<file path="config.mk">
export PLATFORM = sky130hd
export DESIGN_NAME = tmpm_front
export DESIGN_NICKNAME = d
export VERILOG_FILES = /design/src/design/tmpm_pkg.sv /design/src/design/tmpm_front.sv
export SDC_FILE = /design/constraint.sdc
export NUM_CORES = 1
export LEC_CHECK = 0
export BUFFER_PORTS_ARGS = -buffer_cell sky130_fd_sc_hd__buf_4
export CORE_MARGIN = 5
export CORE_UTILIZATION = 53
export DETAILED_ROUTE_END_ITERATION = 8
export PLACE_DENSITY = 0.79
export SYNTH_ARGS = -nofsm -noshare
export SYNTH_HDL_FRONTEND = slang
export SYNTH_SLANG_ARGS = --single-unit
</file>
<file path="constraint.sdc">
create_clock -name clock -period 3.5 [get_ports clock]
set_input_delay 0.525 -clock clock [delete_from_list [all_inputs] [get_ports clock]]
set_output_delay 0.525 -clock clock [all_outputs]
set_load 0.01 [all_outputs]
</file>
<file path="src/design/tmpm_pkg.sv">
`default_nettype none
package tmpm_pkg;

   localparam int MaxNodes = 1024;
   localparam int MaxDepth = 32;
   localparam int MaxText  = 1048576;

   localparam int NodeBits  = $clog2(MaxNodes);
   localparam int CountBits = $clog2(MaxNodes + 1);
   localparam int DepthBits = $clog2(MaxDepth + 1);
   localparam int WinBits   = $clog2(MaxDepth);
   localparam int TextBits  = $clog2(MaxText + 1);
   localparam int PosBits   = 20;
   localparam int QueueDepth = 2;

   typedef logic [1:0] func_type;
   localparam func_type FuncPattern = 2'd0;
   localparam func_type FuncText    = 2'd1;
   localparam func_type FuncEnd     = 2'd2;
   localparam func_type FuncNone    = 2'd3;

   typedef struct packed {
      logic [1:0] func;
      logic [1:0] letter;
      logic       pattern_last;
   } req_type;

   typedef struct packed {
      logic [PosBits-1:0] position;
      logic               is_done;
      logic               overflow;
      logic               last;
   } rsp_type;

   // one trie node: four child links and an end mark
   typedef struct packed {
      logic [3:0][NodeBits-1:0] kid;
      logic                     ends;
   } node_type;

   // classified command passed from front to back
   typedef struct packed {
      logic       is_pattern;
      logic       is_text;
      logic       is_end;
      logic [1:0] letter;
      logic       pattern_last;
   } cmd_type;

endpackage
`default_nettype wire

</file>
<file path="src/design/tmpm_front.sv">
`default_nettype none
module tmpm_front (
   input  wire logic             clock,
   input  wire logic             reset,
   input  wire logic             req_valid,
   output logic                  req_stall,
   input  wire tmpm_pkg::req_type req_data,
   output logic                  cmd_valid,
   input  wire logic             cmd_pop,
   output tmpm_pkg::cmd_type     cmd_data
);

   localparam int PtrBits = $clog2(tmpm_pkg::QueueDepth);

   tmpm_pkg::cmd_type            queue_ff [tmpm_pkg::QueueDepth];
   logic [PtrBits-1:0]           wr_ptr_ff, wr_ptr_in, rd_ptr_ff, rd_ptr_in;
   logic [PtrBits:0]             count_ff, count_in;
   tmpm_pkg::cmd_type            cmd_new;
   logic                         push, keep;

   // classify the word; func 3 is dropped here
   always_comb begin
      cmd_new.is_pattern   = (req_data.func == tmpm_pkg::FuncPattern);
      cmd_new.is_text      = (req_data.func == tmpm_pkg::FuncText);
      cmd_new.is_end       = (req_data.func == tmpm_pkg::FuncEnd);
      cmd_new.letter       = req_data.letter;
      cmd_new.pattern_last = req_data.pattern_last;
   end

   assign req_stall = (count_ff == (PtrBits+1)'(tmpm_pkg::QueueDepth));
   assign keep      = cmd_new.is_pattern | cmd_new.is_text | cmd_new.is_end;
   assign push      = req_valid & ~req_stall & keep;
   assign cmd_valid = (count_ff != '0);
   assign cmd_data  = queue_ff[rd_ptr_ff];

   // advance pointers
   always_comb begin
      wr_ptr_in = push ? wr_ptr_ff + 1'b1 : wr_ptr_ff;
      rd_ptr_in = cmd_pop ? rd_ptr_ff + 1'b1 : rd_ptr_ff;
      count_in  = count_ff + (PtrBits+1)'(push) - (PtrBits+1)'(cmd_pop);
   end

   always_ff @(posedge clock) begin
      if (reset) begin
         wr_ptr_ff <= '0;
         rd_ptr_ff <= '0;
         count_ff  <= '0;
      end else begin
         wr_ptr_ff <= wr_ptr_in;
         rd_ptr_ff <= rd_ptr_in;
         count_ff  <= count_in;
      end
   end

   always_ff @(posedge clock) begin
      if (push) begin
         queue_ff[wr_ptr_ff] <= cmd_new;
      end
   end

endmodule
`default_nettype wire

</file>
# Yosys cells after proc, flatten, opt, wreduce, memory -nomap -nowiden
# Memories as Yosys holds them, arrays and structs flattened. A register that Yosys moved wholly into a read port is not among the register bits.
# Cells that the tools add are included.
[totals] ramBits=12 latchBits=0 n_memories=1 romBits=0 wordCells=22 output_inout_bits=8 regBits=4
[mem_list] memory="queue_ff" depth=2 width=6 rd=1 rd_clocked_by_memory_dff=1 write_ports=1 line_no="tmpm_front.sv:15" rtl="tmpm_pkg::cmd_type queue_ff [tmpm_pkg::QueueDepth];"
[classes] div_mod_pow=0 n_lt_le_gt_ge=0 multipliers=0 muxes=4 n_eq_ne=3 n_reduce_logical=2 shifts=0 addsub=4 bitwise_logic=5
[op_table] operator="$eq A2 B2 Y1 const B" count=2
[op_table] operator="$mux W1" count=4
[op_table] operator="$add A1 B1 Y1 const B" count=2
[op_table] operator="$add A2 B1 Y2" count=1
[op_table] operator="$and A1 B1 Y1" count=2
[op_table] operator="$eq A2 B1 Y1 const B" count=1
[op_table] operator="$logic_not A2 Y1" count=1
[op_table] operator="$or A1 B1 Y1" count=2
[op_table] operator="$reduce_bool A2 Y1" count=1
[op_table] operator="$sub A2 B1 Y2" count=1
[op_table] operator="$not A1 Y1" count=1

# Logic depth before layout (Yosys ltp)
# Gate-level depths: netlist of the first run.
[depth] ltp_word=6 depth_mapped=8

# Worst setup path after synthesis of the first run
# No wires, ideal clock.
[synth_path] kind="input to register" from="input req_data[3] (netlist bit)" to="register count_ff[1]" cell_stages=8 setup_ps=115 slack_ps=1885 t_arrival_ps=1500 cell_sequence="nand2_1 nand3b_4 ha_1 inv_1 ha_1 xor2_1 xnor2_1 nor2_1"
[synth_between] elab_chain_cells=6 elab_cells_between_ends=8 classes_between="add/sub (2); eq/ne (2); bitwise (3); reduce/logical (1)"
[synth_lines] element="start: declaration" line_no="tmpm_front.sv:7" rtl="input wire tmpm_pkg::req_type req_data,"
[synth_lines] element="$eq A2 B1 Y1 or $logic_not A2 Y1 (tied branches)" line_no="tmpm_front.sv:24, tmpm_front.sv:23"
[synth_lines] element="$or A1 B1 Y1" line_no="tmpm_front.sv:31" rtl="assign keep = cmd_new.is_pattern | cmd_new.is_text | cmd_new.is_end;"
[synth_lines] element="$or A1 B1 Y1 *" line_no="tmpm_front.sv:31"
[synth_lines] element="$and A1 B1 Y1 *" line_no="tmpm_front.sv:32" rtl="assign push = req_valid & ~req_stall & keep;"
[synth_lines] element="$add A2 B1 Y2 *" line_no="tmpm_front.sv:40" rtl="count_in = count_ff + (PtrBits+1)'(push) - (PtrBits+1)'(cmd_pop);"
[synth_lines] element="$sub A2 B1 Y2 *" line_no="tmpm_front.sv:40"
[synth_lines] element="end signal: assignment" line_no="tmpm_front.sv:51" rtl="count_ff <= count_in;"
[synth_lines] element="end: declaration" line_no="tmpm_front.sv:17" rtl="logic [PtrBits:0] count_ff, count_in;"
# Every way passes the cells marked *; elsewhere a longest branch is shown, timed or not.
# A chain may end at the register's enable or synchronous reset.

==> results of run 1 <==
[per-layer routing]
metal | routed length, um | vias up
li1 | - | 200
met1 | 419 | 187
met3 | 72 | 5
met2 | 609 | 13
met4 | 31 | 0
met5 | 0 | -
[cell usage in the layout (no fill, tap or decap)]
master | netlist | layout
sky130_fd_sc_hd__buf_4 | 0 | 16
sky130_fd_sc_hd__edfxtp_1 | 12 | 12
sky130_fd_sc_hd__nor2_1 | 8 | 8
sky130_fd_sc_hd__mux2_2 | 6 | 6
sky130_fd_sc_hd__dfxtp_1 | 5 | 5
sky130_fd_sc_hd__nor2b_1 | 3 | 3
sky130_fd_sc_hd__clkbuf_4 | 0 | 3
sky130_fd_sc_hd__inv_1 | 2 | 2
sky130_fd_sc_hd__xnor2_1 | 2 | 2
sky130_fd_sc_hd__ha_1 | 2 | 2
sky130_fd_sc_hd__nor2b_4 | 1 | 1
sky130_fd_sc_hd__nand2_1 | 1 | 1
sky130_fd_sc_hd__nand3b_4 | 1 | 1
sky130_fd_sc_hd__or2_2 | 1 | 1
sky130_fd_sc_hd__mux2_4 | 1 | 1
sky130_fd_sc_hd__xor2_1 | 1 | 1
sky130_fd_sc_hd__clkbuf_1 | 0 | 1
[kinds of logic after synthesis]
logic type	count (synthesis)
buffers and inverters	3
adder cells (fa/ha/maj)	2
AND/OR/NAND/NOR	15
flip-flops	17
XOR/XNOR	3
multiplexers	7
[area by class of cell]
class | instances | area [um2] | area share [%]
Sequential cell | 17 | 460.4 | 53.57
Multi-Input combinational cell | 27 | 226.5 | 26.35
Timing Repair Buffer | 16 | 120.1 | 13.97
Clock buffer | 4 | 26.28 | 3.057
Tap cell | 15 | 18.77 | 2.183
Inverter | 2 | 7.507 | 0.8734
[through the flow]
stage          setup WS (ns)  total power [mW]
4_1_cts                1.676            0.4914
3_5_place_dp           1.652            0.3938
6_report               1.693            0.4853
5_1_grt                1.632            0.5172
2_1_floorplan          1.885            0.3400
3_3_place_gp           1.686            0.3877
[worst reg2reg max path: cells and delay by family, from the launching register on]
| family | cells | cell delay (ns) |
|---|---|---|
| adders and majority gates | 2 | 0.45 |
| DFF | 1 | 0.40 |
| xor gates and xnor gates | 2 | 0.30 |
| and+or+nand+nor | 3 | 0.28 |
| buffers and inverters | 1 | 0.04 |
[power by group through the flow]
| stage | registers (mW) | logic (mW) | clock network (mW) |
|---|---|---|---|
| 4_1_cts | 0.260 | 0.130 | 0.102 |
| 6_report | 0.259 | 0.126 | 0.100 |
| 3_3_place_gp | 0.262 | 0.125 | 0 |
| 2_1_floorplan | 0.258 | 0.0820 | 0 |
| 5_1_grt | 0.262 | 0.140 | 0.115 |
| 3_5_place_dp | 0.264 | 0.129 | 0 |
[flip-flops by register name (all words and copies together) (netlist names), named ones only]
signal / count
count_ff: 2
queue_ff: 12
rd_ptr_ff: 1
wr_ptr_ff: 1
[how the worst min path moves through the flow]
stage | slack (ns) | cells past startpoint | to | startpoint
2_1_floorplan | 0.48 | 2 | flop | rd_ptr_ff
3_3_place_gp | 0.50 | 2 | rd_ptr_ff | rd_ptr_ff
3_5_place_dp | 0.50 | 2 | flop | rd_ptr_ff
4_1_cts | 0.42 | 1 | queue_ff[1][0] | req_data[0]
5_1_grt | 0.41 | 1 | queue_ff[1][0] | req_data[0]
6_report | 0.42 | 1 | queue_ff[1][0] | req_data[0]
==> impl_metrics.yaml, run 1 <==
timing:
  final.setup_skew_ns: 0.006765
  timing.final.crit_period_ns: 1.807
  max-slew-margin-rel_pct: 65.41
  worst_hold_slack_ns: 0.4191
  setup_repair_after_global_routing_missed_its_margin: "false"
  timing_worst_slew_pin_value_ns: 0.5170
  drv_slew: 0
  setup_viol: 0
  fmaxAchievable_mhz: 553.3
  period_share_pct: 51.64
  setup-tns-final_ns: 0
  report.final.hold_viol_count: 0
cells_and_area:
  fin_util_pct: 67.75
  fill_cells: 102
  n_antenna_cell: 0
  final_cell_area_um2: 859.6
  final_nets: 78
  layout-drive-gt1-share_pct: 43.94
  final-instance-count-excl-fill: 81
  synthToLayoutAreaGrowth_pct: 22.90
clock_network:
  clkSinkCount: 17
  cts.clk_slew.worst_paths_ns: 0.09
  cts-root-to-sink-buffers: 2
  cts_hold_fix_bufs: 0
  clockRootBuffer: "sky130_fd_sc_hd__clkbuf_4"
  cts_tree: "built"
  number_of_buffers_added_by_the_clock_tree_synthesis_step: 3
  post-cts-setup-buffers: 0
  clkLatencyLatePin_ns: 0.29
  ctsHtreeMaxLevel: 1
  post_cts_resize_count: 0
flow_run:
  drv.max_cap_violation_count: 0
yosys:
  synth_simple_gate_area_share_pct: 13.24
  synth.ff_latch_count: 17
  yosys-mux-area-fraction_pct: 11.81
  post-synth-top-area-cell: "sky130_fd_sc_hd__edfxtp_1"
  asr_flop_ratio_synth_pct: 0
  arithmetic_cell_share_of_the_synthesized_area_counting_full_adders_half_adders_and_majority_gates_pct: 3.578
  netlist-cell-type-count: 15
  syn-num-nets: 58
  synth.top_cell.area_share_pct: 51.52
  synth_top_cells_by_area: "sky130_fd_sc_hd__edfxtp_1 (52%), sky130_fd_sc_hd__dfxtp_1 (14%), sky130_fd_sc_hd__mux2_2 (9.7%), sky130_fd_sc_hd__nor2_1 (4.3%), sky130_fd_sc_hd__ha_1 (3.6%)"
  ys_dominant_reg_cell: "sky130_fd_sc_hd__edfxtp_1"
  synth_area_per_cell_um2: 14.88
  synth.yosys.seq_area_share_pct: 65.83
  cell_with_the_most_instances_after_synthesis: "sky130_fd_sc_hd__edfxtp_1"
  yosysWarnings: 0
  yosys.area_share.xor_xnor_pct: 3.757
  mappedNetlistArea_um2: 699.4
  postSynthCellCount: 47
  synth_edf_count: 12
  cell_types_with_the_highest_counts_after_synthesis: "sky130_fd_sc_hd__edfxtp_1 (12), sky130_fd_sc_hd__nor2_1 (8), sky130_fd_sc_hd__mux2_2 (6)"
  synth_top_family_by_area: "simple AND/OR/NAND/NOR gates"
  synth_compound_gate_area_share_pct: 0
power:
  clock_power_share_pct: 20.7
  power_per_cell_area_nw_per_um2: 564.6
  power.internal_mw: 0.3614
  sequentialPowerShare_pct: 53.3
  pwr-share-comb_pct: 26.0
  switching_share_pct: 25.54
  net-switching-power_mw: 0.1239
  cellLeakagePower_nw: 0.3575
  vdd_ir_drop_max_v: 0.0003686
route:
  num_vias: 405
  detail_route.wl_per_cell_um: 13.98
  initialDrtViolationCount: 7
  final_antenna_net_count: 0
  detail_route.first_pass.iterations: 3
  drc: 0
  route.detailed.vias_per_inst: 5.000
  detail_route.wirelength_um: 1132
global_routing:
  antenna_found_initial: 0
  met3_usage_pct: 2.344
  grt_util_met2_pct: 24.18
  top_usage_layer: "met2"
  global_route.usage.met1_pct: 12.07
  overall_fraction_of_global_route_tracks_in_use_pct: 12.53
  grt_start_max_net_pins: 10
  grt.overflow.total: 0
  number_of_global_route_vias_before_repair: 406
  grt_pass1_wl_um: 1745
critical_path:
  path_cells: "mux2_2 > buf_4"
  rr_startpoint: "count_ff[0]"
  rr_endpoint: "count_ff[1]"
  timing.reg2reg.worst_path_depth: 8
  timing.critical_path.from_type: "flop"
  crit_buf_inv: 1
  worst_setup_path_endpoint: "cmd_data[5]"
  cp.required_ns: 2.97
  max_stage_delay_ns: 0.48
  cp.depth: 2
  timing.critical_path.arrival_ns: 1.28
  worstSetupPathType: "reg2out"
  end_kind: "output pin"
  timing.critical_path.max_delay_family: "flip-flops"
  largest_fanout_of_any_net_on_the_critical_path: 6
  cpMaxStageDelayCell: "sky130_fd_sc_hd__dfxtp_1"
  setup.reg_to_reg.worst_slack_ns: 1.92
status:
  outcome: "finished, final reports clean"
floorplan:
  ioPinCount: 17
  placementRows: 13
  fp.dieW_um: 46.33
  coreArea_um2: 1269
  die_area_um2: 2146
  die_height_um: 46.33
  start_util_pct: 55.13
placement:
  cell_area_after_placement_um2: 833.3
  dp_hpwl_um: 946.2
  port-buffer-count: 16
  place_inst: 77
  place.gp.congestion: 0.6656
worst_hold_path:
  worstHoldPathType: "in2reg"
Note: power is estimated with default switching activity, not from simulation.
==> inputs of run 2 (changes only) <==
CORE_UTILIZATION = 44   (was 53)
PLACE_DENSITY = 0.7   (was 0.79)
clock period = 1.54 ns   (was 3.5 ns; I/O delays follow)
==> run 2 against run 1 <==
  * Total power rose by 140%
  * Clock skew fell by 0.0026 ns
  * Die area rose by 16%
  * Cell area rose by 5.8%
  * Cell count rose by 6.2%
  * Largest power group unchanged
  * Highest routed layer unchanged
==> impl_metrics.yaml, run 2 (synthesis results as in run 1) <==
status:
  outcome: "finished, final reports clean"
timing:
  final_critical_path_setup_slack_ns: 0.002420
  setup_repair_after_global_routing_missed_its_margin: "true"
  report.final.hold_viol_count: 0
  period_share_pct: 99.84
  max-slew-margin-rel_pct: 88.44
  drv_slew: 0
  fmaxAchievable_mhz: 650.4
  final.setup_skew_ns: 0.004128
  setup_viol: 0
  timing_worst_slew_pin_value_ns: 0.1722
  timing.final.crit_period_ns: 1.538
global_routing:
  grt.overflow.total: 0
  antenna_found_initial: 0
  overall_fraction_of_global_route_tracks_in_use_pct: 9.080
  grt_start_max_net_pins: 10
  grt_pass1_wl_um: 1766
  number_of_global_route_vias_before_repair: 421
cells_and_area:
  top_regs: "queue_ff x12, count_ff x2"
  largest_reg_flops: 12
  final_cell_area_um2: 909.6
  layout_common_cells: "sky130_fd_sc_hd__buf_4 (20), sky130_fd_sc_hd__edfxtp_1 (12), sky130_fd_sc_hd__nor2_1 (8)"
  top_register: "queue_ff"
  synthToLayoutAreaGrowth_pct: 30.05
  final-instance-count-excl-fill: 86
  n_antenna_cell: 0
  final_nets: 82
  commonest_non_fill_non_tap_cell_in_the_layout: "sky130_fd_sc_hd__buf_4"
  layout-drive-gt1-share_pct: 55.71
floorplan:
  die_height_um: 49.87
  die_area_um2: 2487
  placementRows: 14
  fp.dieW_um: 49.87
  coreArea_um2: 1506
  start_util_pct: 46.43
  ioPinCount: 17
power:
  cellLeakagePower_nw: 0.3761
  vdd_ir_drop_max_v: 0.0007582
  power_per_cell_area_nw_per_um2: 1254
placement:
  port-buffer-count: 16
  place_inst: 81
  place.gp.congestion: 0.6657
  cell_area_after_placement_um2: 857.1
  detailedPlace.worstSlack_ns: 0.01416
  dp_hpwl_um: 791.9
clock_network:
  cts-root-to-sink-buffers: 2
  ctsHtreeMaxLevel: 1
  cts.clk_slew.worst_paths_ns: 0.09
  clkLatencyLatePin_ns: 0.27
  clkSinkCount: 17
  cts_hold_fix_bufs: 0
  clockRootBuffer: "sky130_fd_sc_hd__clkbuf_4"
  cts_tree: "built"
  number_of_buffers_added_by_the_clock_tree_synthesis_step: 3
critical_path:
  largest_fanout_of_any_net_on_the_critical_path: 2
  timing.reg2reg.worst_path_depth: 8
  timing.critical_path.arrival_ns: 1.71
  cpMaxStageDelayCell: "sky130_fd_sc_hd__dfxtp_2"
  worstSetupPathType: "reg2reg"
  cp.required_ns: 1.71
  setup.reg_to_reg.worst_slack_ns: 0.002
  end_kind: "flop"
  max_stage_delay_ns: 0.33
  timing.critical_path.max_delay_family: "adder cells"
  timing.critical_path.from_type: "flop"
  crit_buf_inv: 1
  path_cells: "nor2b_4 > nand3b_4 > ha_4 > inv_2 > ha_2 > xor2_1 > xnor2_1 > nor2_1"
  cp.depth: 8
route:
  final_antenna_net_count: 0
  route.detailed.vias_per_inst: 4.767
  detail_route.first_pass.iterations: 4
  detail_route.wirelength_um: 1004
  detail_route.wl_per_cell_um: 11.67
  num_vias: 410
  drc: 0
  initialDrtViolationCount: 6
worst_hold_path:
  worstHoldPathType: "in2reg"
  hold-path-cell-count: 2
flow_run:
  drv.max_cap_violation_count: 0
## run 2: cell types whose count changed in the layout (fill, tap and decap cells not counted), sizes merged
cell | previous run | this run
buf | 16 | 20
## run 2: what timing repair did
item / in CTS / in global routing
buffers inserted: 0 / 1
pin swaps: 0 / 4
endpoints found under the setup margin: 1 / 7
resized for setup: 2 / 4
## run 2: layer usage
metal  vias up  GRT usage [%]  routed length [um]
met3         2          3.012                  52
met2         9          16.10                 521
met4         0          2.620                  10
met1       191          10.15                 418
met5         -              0                   0
li1        208              -                   -
## run 2: final cells by class
cell class / instances / area [um2]
fill: 134 / 596.8
clock buffer: 4 / 26.28
multi-input combinational: 27 / 241.5
inverter: 2 / 7.507
timing repair buffer: 20 / 150.1
tap: 16 / 20.02
sequential: 17 / 464.2
## run 2: where the power goes
group / leakage (nW) / total (mW) / internal (mW) / switching (mW)
logic: 0.207 / 0.327 / 0.198 / 0.129
registers: 0.154 / 0.588 / 0.558 / 0.0300
clock network: 0.0150 / 0.225 / 0.100 / 0.125
total: 0.376 / 1.14 / 0.856 / 0.284
## run 2: through the flow
stage / utilization, % / hold slack, ns / setup TNS (ns) / power (mW)
after CTS: 58.80 / 0.1291 / 0 / 1.132
after detailed placement: 56.89 / 0.4212 / 0 / 0.9022
final: 60.38 / 0.1353 / 0 / 1.141
after floorplan: - / 0.3026 / 0 / 0.7728
after global placement: 56.89 / 0.4168 / 0 / 0.8960
after global routing: 60.38 / 0.1147 / -0.06036 / 1.220
## run 2: worst reg2reg max path, cell delays in order, from the launching register on
cell and delay, ns:
sky130_fd_sc_hd__dfxtp_2 0.33, sky130_fd_sc_hd__nor2b_4 0.12, sky130_fd_sc_hd__nand3b_4 0.16, sky130_fd_sc_hd__ha_4 0.26
sky130_fd_sc_hd__inv_2 0.02, sky130_fd_sc_hd__ha_2 0.15, sky130_fd_sc_hd__xor2_1 0.16, sky130_fd_sc_hd__xnor2_1 0.16
sky130_fd_sc_hd__nor2_1 0.07
## run 2: worst paths after layout
path               startpoint          end
setup / recovery  count_ff[1]  count_ff[1]
hold / removal          reset  count_ff[1]
setup reg to reg  count_ff[1]  count_ff[1]
hold reg to reg     rd_ptr_ff    rd_ptr_ff
==> inputs of run 3 (changes only) <==
BUFFER_PORTS_ARGS = -buffer_cell sky130_fd_sc_hd__buf_2   (was -buffer_cell sky130_fd_sc_hd__buf_4)
==> run 3 against run 2 <==
  * Sequential share of layout area is 0.20 points higher
  * Utilization is 0.083 points higher
  * Combinational power is 10% higher
  * Cell count is 2.3% higher
  * Setup slack better by 0.015 ns
  * First-iteration DRC count is 67% lower
  * Worst hold slack better by 0.00062 ns
  * Count of clock-buffer cells in the layout stayed put
  * Clock power hardly changed
  * Critical path depth is 4 lower
  * Highest routed layer unchanged
==> impl_metrics.yaml, run 3 (synthesis results as in run 1) <==
status:
  outcome: "finished, final reports clean"
cells_and_area:
  final_nets: 84
  layout_common_cells: "sky130_fd_sc_hd__buf_2 (15), sky130_fd_sc_hd__edfxtp_1 (12), sky130_fd_sc_hd__nor2_1 (8)"
  synthToLayoutAreaGrowth_pct: 30.23
  largest_reg_flops: 12
  multi_input_area_um2: 259.0
  n_antenna_cell: 0
  fill_cells: 122
  ff_latch_area_um2: 466.7
  top_register: "queue_ff"
  fin_util_pct: 60.47
  top_regs: "queue_ff x12, count_ff x2"
  commonest_non_fill_non_tap_cell_in_the_layout: "sky130_fd_sc_hd__buf_2"
  layout-drive-gt1-share_pct: 58.33
route:
  final_antenna_net_count: 0
  detail_route.wl_per_cell_um: 13.07
  num_vias: 418
  detail_route.first_pass.iterations: 2
  initialDrtViolationCount: 2
  detail_route.wirelength_um: 1150
  drc: 0
  route.detailed.vias_per_inst: 4.750
clock_network:
  number_of_buffers_added_by_the_clock_tree_synthesis_step: 3
  clockRootBuffer: "sky130_fd_sc_hd__clkbuf_4"
  clkSinkCount: 17
  clkLatencyLatePin_ns: 0.28
  ctsHtreeMaxLevel: 1
  cts.clk_slew.worst_paths_ns: 0.09
  cts-root-to-sink-buffers: 2
  cts_tree: "built"
floorplan:
  die_area_um2: 2487
  placementRows: 14
  ioPinCount: 17
  start_util_pct: 46.43
  die_height_um: 49.87
  fp.dieW_um: 49.87
  coreArea_um2: 1506
placement:
  port-buffer-count: 16
  dp_hpwl_um: 801.1
  place.gp.congestion: 0.6576
timing:
  timing_worst_slew_pin_value_ns: 0.1909
  fmaxAchievable_mhz: 656.9
  report.final.hold_viol_count: 0
  timing.final.crit_period_ns: 1.522
  drv_slew: 0
  final.setup_skew_ns: 0.001279
  setup_viol: 0
  max-slew-margin-rel_pct: 87.18
  period_share_pct: 98.85
  setup_repair_after_global_routing_missed_its_margin: "true"
critical_path:
  end_kind: "output pin"
  cpMaxStageDelayCell: "sky130_fd_sc_hd__dfxtp_2"
  setup.worst_path.start: "count_ff[1]"
  rr_endpoint: "count_ff[1]"
  largest_fanout_of_any_net_on_the_critical_path: 2
  timing.critical_path.arrival_ns: 1.29
  most_frequent_cell_on_the_critical_path: "sky130_fd_sc_hd__buf_4"
  timing.reg2reg.worst_path_depth: 8
  worst_setup_path_endpoint: "cmd_valid"
  rr_startpoint: "count_ff[1]"
  path_cells: "buf_4 > buf_4 > or2_2 > buf_6"
  setup.reg_to_reg.worst_slack_ns: 0.03
  cp.required_ns: 1.31
  timing.critical_path.from_type: "flop"
  worstSetupPathType: "reg2out"
  max_stage_delay_ns: 0.33
power:
  cellLeakagePower_nw: 0.3766
  post-layout-total-power_mw: 1.184
  pwr-share-comb_pct: 30.4
  power_per_cell_area_nw_per_um2: 1300
  power.internal_mw: 0.8740
  clock_power_share_pct: 19.2
  switching_share_pct: 26.18
  vdd_ir_drop_max_v: 0.0008731
  net-switching-power_mw: 0.3100
  sequentialPowerShare_pct: 50.4
global_routing:
  number_of_global_route_vias_before_repair: 460
  top_usage_layer: "met2"
  met3_usage_pct: 3.313
  overall_fraction_of_global_route_tracks_in_use_pct: 10.14
  grt_pass1_wl_um: 1883
  global_route.usage.met1_pct: 8.795
  grt_start_max_net_pins: 10
  grt_util_met2_pct: 19.07
  grt.overflow.total: 0
  antenna_found_initial: 0
worst_hold_path:
  worstHoldPathType: "in2reg"
flow_run:
  drv.max_cap_violation_count: 0
-- run 3: cell types whose count changed in the layout (fill, tap and decap cells not counted), sizes merged --
cell / previous run / this run
buf: 20 / 22
-- run 3: worst min-delay path by stage --
stage	start	cells after the start	slack, ns	end
after floorplan	reset	1	0.30	count_ff[0]
after global routing	req_data[2]	1	0.12	queue_ff[0][2]
after detailed placement	req_data[2]	1	0.43	queue_ff[1][2]
after CTS	req_data[2]	1	0.13	queue_ff[1][2]
final	req_data[1]	1	0.14	queue_ff[0][1]
after global placement	req_data[1]	1	0.42	queue_ff[0][1]
-- run 3: area by class of cell --
class | instances | area share, %
clock buffers | 4 | 2.885
inverters | 2 | 0.8242
multi-input cells | 27 | 28.43
flip-flops and latches | 17 | 51.24
well taps | 16 | 2.198
repair buffers | 22 | 14.42
-- run 3: metrics by stage --
step / setup WS, ns / cells / hold slack, ns / TNS (ns) / cell area [um2]
global placement: 0.03170 / 81 / 0.4199 / 0 / 817.0
global route: -0.04774 / 88 / 0.1235 / -0.07433 / 910.9
CTS: 0.0004964 / 86 / 0.1291 / 0 / 853.3
finish: 0.01775 / 88 / 0.1359 / 0 / 910.9
detailed placement: 0.003903 / 81 / 0.4261 / 0 / 817.0
floorplan: 0.01815 / 47 / 0.3026 / 0 / 699.4
-- run 3: power by group through the flow --
| stage | sequential (mW) | clock [mW] | combinational, mW |
|---|---|---|---|
| after floorplan | 0.586 | 0 | 0.186 |
| after global placement | 0.598 | 0 | 0.265 |
| after detailed placement | 0.600 | 0 | 0.271 |
| after CTS | 0.591 | 0.237 | 0.289 |
| after global routing | 0.604 | 0.257 | 0.404 |
| final | 0.597 | 0.227 | 0.360 |
-- run 3: worst max-delay path, delay by kind of cell, from the launching register on --
kind                   cells  cell delay (ns)
buffers and inverters      3             0.38
DFF                        1             0.33
and+or+nand+nor            1             0.30
-- run 3: what timing repair did --
item	in CTS	in global routing
setup endpoints to repair	1	7
pin swaps	1	4
resized for setup	2	8
setup buffers	1	2
hold buffers	0	0
-- run 3: per-layer routing --
metal | share of wire [%] | up-vias
met3 | 5.7 | 4
met1 | 37 | 192
li1 | - | 211
met2 | 55 | 11
met4 | 2.7 | 0
met5 | 0 | -
